## src/hw/rtl/alt_pkg.sv

```systemverilog
// Shared types, constants and controller/datapath interface for the list engine.
`default_nettype none

package alt_pkg;

  localparam int CAPACITY = 256;
  localparam int WORD_W   = 32;
  localparam int KIND_W   = 3;
  localparam int ADDR_W   = $clog2(CAPACITY);
  localparam int CNT_W    = $clog2(CAPACITY + 1);

  typedef logic [ADDR_W-1:0]        addr_t;
  typedef logic [CNT_W-1:0]         cnt_t;
  typedef logic signed [WORD_W-1:0] word_t;

  typedef enum logic [KIND_W-1:0] {
    KIND_READ    = 3'd0,
    KIND_SEARCH  = 3'd1,
    KIND_INSERT  = 3'd2,
    KIND_REMOVE  = 3'd3,
    KIND_REPLACE = 3'd4
  } kind_t;

  // Controller to datapath commands
  typedef struct packed {
    logic load;        // capture the incoming word
    logic rd_single;   // single read for a read operation
    logic start_scan;  // set up the pointer for a walk
    logic step;        // advance the walk by one entry
    logic put;         // write the operand at the position
    logic drop;        // shrink the list by one
    logic finish;      // register the result and strobe it
  } alt_cmd_t;

  // Datapath to controller status
  typedef struct packed {
    kind_t kind;
    logic  legal;
    logic  scan_end;
  } alt_stat_t;

endpackage

`default_nettype wire

```

## src/hw/rtl/alt_ctrl.sv

```systemverilog
// Sequencing state machine of the list engine.
`default_nettype none

module alt_ctrl import alt_pkg::*; (
  input  wire logic      clk,
  input  wire logic      rst_n,
  input  wire logic      start,
  input  wire alt_stat_t stat,
  output alt_cmd_t       cmd,
  output logic           busy
);

  typedef enum logic [3:0] {
    ST_IDLE   = 4'b0001,
    ST_DECODE = 4'b0010,
    ST_SCAN   = 4'b0100,
    ST_FINISH = 4'b1000
  } state_t;

  state_t state_r, state_nxt;

  always_comb begin
    state_nxt = state_r;
    cmd       = '0;
    case (state_r)
      ST_IDLE: begin
        if (start) begin
          cmd.load  = 1'b1;
          state_nxt = ST_DECODE;
        end
      end
      ST_DECODE: begin
        state_nxt = ST_FINISH;
        case (stat.kind)
          KIND_READ: begin
            cmd.rd_single = stat.legal;
          end
          KIND_SEARCH: begin
            cmd.start_scan = 1'b1;
            state_nxt      = ST_SCAN;
          end
          KIND_INSERT, KIND_REMOVE: begin
            if (stat.legal) begin
              cmd.start_scan = 1'b1;
              state_nxt      = ST_SCAN;
            end
          end
          KIND_REPLACE: begin
            cmd.put = stat.legal;
          end
          default: begin
            state_nxt = ST_FINISH;
          end
        endcase
      end
      ST_SCAN: begin
        cmd.step = 1'b1;
        if (stat.scan_end) begin
          cmd.put   = (stat.kind == KIND_INSERT);
          cmd.drop  = (stat.kind == KIND_REMOVE);
          state_nxt = ST_FINISH;
        end
      end
      ST_FINISH: begin
        cmd.finish = 1'b1;
        state_nxt  = ST_IDLE;
      end
      default: begin
        state_nxt = ST_IDLE;
      end
    endcase
  end

  always_ff @(posedge clk) begin
    if (!rst_n) begin
      state_r <= ST_IDLE;
    end else begin
      state_r <= state_nxt;
    end
  end

  assign busy = (state_r != ST_IDLE);

endmodule

`default_nettype wire

```

## config.mk

```make
export PLATFORM = sky130hd
export DESIGN_NAME = alt_ctrl
export DESIGN_NICKNAME = d
export VERILOG_FILES = /design/src/hw/rtl/alt_pkg.sv /design/src/hw/rtl/alt_ctrl.sv
export SDC_FILE = /design/constraint.sdc
export NUM_CORES = 1
export LEC_CHECK = 0
export BUFFER_PORTS_ARGS = -buffer_cell sky130_fd_sc_hd__buf_2
export CAP_MARGIN = 5
export CELL_PAD_IN_SITES_DETAIL_PLACEMENT = 0
export CELL_PAD_IN_SITES_GLOBAL_PLACEMENT = 1
export CORE_AREA = 2 2 39 41
export DETAILED_ROUTE_END_ITERATION = 7
export DIE_AREA = 0 0 41 43
export PLACE_DENSITY = 0.71
export SYNTH_ARGS = -nofsm -noshare
export SYNTH_HDL_FRONTEND = slang
export SYNTH_SLANG_ARGS = --single-unit
```

## constraint.sdc

```tcl
create_clock -name clk -period 1.5 [get_ports clk]
set_input_delay 0.15 -clock clk [delete_from_list [all_inputs] [get_ports clk]]
set_output_delay 0.15 -clock clk [all_outputs]
set_load 0.01 [all_outputs]
```

==> qor.yml <==
route:
  drtAntennaViolNets: 0
  dr.pass1.iters: 2
  vias: 350
  routedWlPerCell_um: 12.31
  drt_wl_total_um: 911
  drt-initial-drc-count: 2
  drc_errors: 0
  via_per_inst: 4.730
pwr:
  p_leak_nw: 0.2489
  power_w: 0.0004617
  p_per_area_nw_per_um2: 854.2
  swShare_pct: 29.48
  p_sw_w: 0.0001361
  power_frac_comb_pct: 40.3
  ir_drop_mv: 0.4140
  clkPwrFrac_pct: 28.2
  internal_power_w: 0.0003256
  seqPwrFrac_pct: 31.5
yosys:
  synth.cell_area_um2: 289.0
  syn_area_per_cell_um2: 9.323
  yosysTopAreaCellShare_pct: 27.71
  ys_seq_elements: 4
  seq_area_frac_synth_pct: 27.71
  ys_warn_count: 0
  ys_types: 21
  synthTopCellsByArea: "dfxtp_1, nor4b_2, nand4b_1"
  synth_top_area_cell: "dfxtp_1"
  syn_nets: 39
  syn_inst: 31
worst_setup_path:
  crit_family: "simple AND/OR/NAND/NOR gates"
  rrSetupSlack_ns: 0.09
  crit_arrival_ns: 1.43
  worstSetupStartpoint: "state_r[0]"
  cpPeakStageDelay_ns: 0.35
  cp_slowest_cell: "dfxtp_4"
  r2r_end: "state_r[2]"
  critPathKind: "reg2out"
  cp-end-kind: "primary output"
  cp_cell_sequence: "buf_4 -> nor4b_4 -> nand4b_1 -> a21oi_1 -> buf_2"
  path_depth: 5
  r2r_cells: 6
  critPathBufInv: 2
  r2r-start: "state_r[2]"
  endpoint: "cmd[2]"
  startpoint_type: "register"
  cp_max_fo: 5
  cp_data_required_time_ns: 1.35
timing:
  clock_skew_ns: 0.004144
  worst_pin_slew_ns: 0.3141
  hold_viol_final: 0
  max_freq_ghz: 0.6327
  period_minus_slack_ns: 1.581
  rsz0062_at_grt: "yes"
  finalCritPeriodShare_pct: 105.4
  slew_violations: 0
  setup_violations: 5
  relSlewSlack_pct: 78.97
  setup_ws_ns: -0.08055
cts:
  cts-htree-levels: 1
  clk_latency_ns: 0.23
  path_clk_slew_ns: 0.04
  cts_root_buf: "clkbuf_4"
  cts_tree: "built"
  cts_sinks: 4
  cts_buffer_depth: 2
  numCtsBuffers: 3
floorplan:
  design.die.area_um2: 1763
  io_pins: 16
  core.rowCount: 14
  dieWidth_um: 41
  start_util_pct: 20.89
  core-area_um2: 1384
  die_h_um: 43
layout:
  num_antenna_cells: 0
  top_regs: "state_r: 4 flops"
  syn_to_final_growth_pct: 87.01
  final_common_cell: "buf_2"
  fin_area_um2: 540.5
  fin_nets: 68
  stdcell_count: 74
  regMostFlops: "state_r"
  most-common-layout-cells: "buf_2, buf_4, dfxtp_4"
  layout-drive-gt1-share_pct: 68.97
  largest_register_ffs: 4
outcome:
  failed_checks: "setup timing"
  status: "finished with violations"
placed_design:
  port_buffers: 15
  place_hpwl_um: 564
  dpl-instance-area_um2: 376.6
  place_ws_ns: 0.07929
  gp_congestion: 0.7326
  dp.cells: 61
global_routing:
  grt_pass1_vias: 307
  grt_pass1_wl_um: 1276
  grt_use_total_pct: 10.84
  grt_max_degree: 7
  overflow: 0
  antenna_found_initial: 0
flow_run:
  maxCapViolCount: 0
min_path:
  hold_path.class: "in2reg"
[area by class of cell]
type                            count  area [µm²]
Clock buffer                        3       22.52
Timing Repair Buffer               25       166.4
Inverter                            1       3.754
Sequential cell                     4       95.09
Multi-Input combinational cell     25       232.7
Fill cell                         145       843.3
Tap cell                           16       20.02
[metal layers]
metal	share of wire, %	GRT usage, %	vias up
met4	0	2.000	0
met1	39	11.58	161
li1	-	-	175
met5	0	0	-
met2	52	17.81	14
met3	8.8	6.283	0
[kinds of logic (layout without fill, tap and decap cells)]
kind of cell           Yosys count  after routing  share of synthesized area, %
AOI/OAI and AO/OA                6              6                         12.98
buffers and inverters            2             29                         3.896
and+or+nand+nor                 18             18                         51.95
muxes                            1              1                         3.463
DFF                              4              4                         27.71
[how the worst min path moves through the flow]
stage | to | slack, ns | cells after the start | startpoint
2_1_floorplan | state_r[1] | 0.30 | 1 | start
3_3_place_gp | state_r[1] | 0.40 | 2 | rst_n
3_5_place_dp | state_r[1] | 0.40 | 2 | rst_n
4_1_cts | state_r[1] | 0.16 | 2 | rst_n
5_1_grt | state_r[1] | 0.18 | 2 | rst_n
6_report | state_r[3] | 0.18 | 3 | rst_n
[power groups by stage]
stage	Sequential [W]	Clock (W)	Combinational, W
after floorplan	0.000135	0	0.0000655
after global placement	0.000140	0	0.000103
after detailed placement	0.000140	0	0.000103
after CTS	0.000146	0.000137	0.000149
after global routing	0.000147	0.000142	0.000202
final	0.000146	0.000130	0.000186
[synthesized netlist by cell type]
cell      number
nand4b_1       2
o21ai_0        1
nand3b_1       1
and3_1         1
dfxtp_1        4
or3b_2         1
nor3b_2        1
or3b_1         1
and2_1         1
nor3_1         3
inv_2          1
o21ba_1        1
a21oi_1        2
o21ai_1        1
mux2i_1        1
nor4b_2        3
buf_4          1
a211oi_1       1
nand2_1        2
nor4b_1        1
or2_1          1
[per-stage QoR]
| step | util (%) | hold slack, ns | TNS [ns] |
|---|---|---|---|
| after floorplan | - | 0.2959 | 0 |
| after global placement | 27.22 | 0.4006 | 0 |
| after detailed placement | 27.22 | 0.4028 | 0 |
| after CTS | 35.71 | 0.1612 | -0.01939 |
| after global routing | 39.06 | 0.1836 | -0.6608 |
| final | 39.06 | 0.1758 | -0.1455 |
[worst reg2reg max path: cells and delay by family (launching register included)]
| kind | cells | cell delay [ns] |
|---|---|---|
| flip-flops | 1 | 0.36 |
| buffers and inverters | 3 | 0.33 |
| AO/OA/AOI/OAI | 2 | 0.31 |
| AND/OR/NAND/NOR | 1 | 0.31 |
[timing repair]
action | in CTS | in global routing
pin swaps | 6 | 5
resized for setup | 8 | 8
hold buffers | 0 | 0
setup endpoints to repair | 5 | 9
setup buffers | 8 | 2
cloned | 0 | 0
Power figures use the tool's default switching activity.
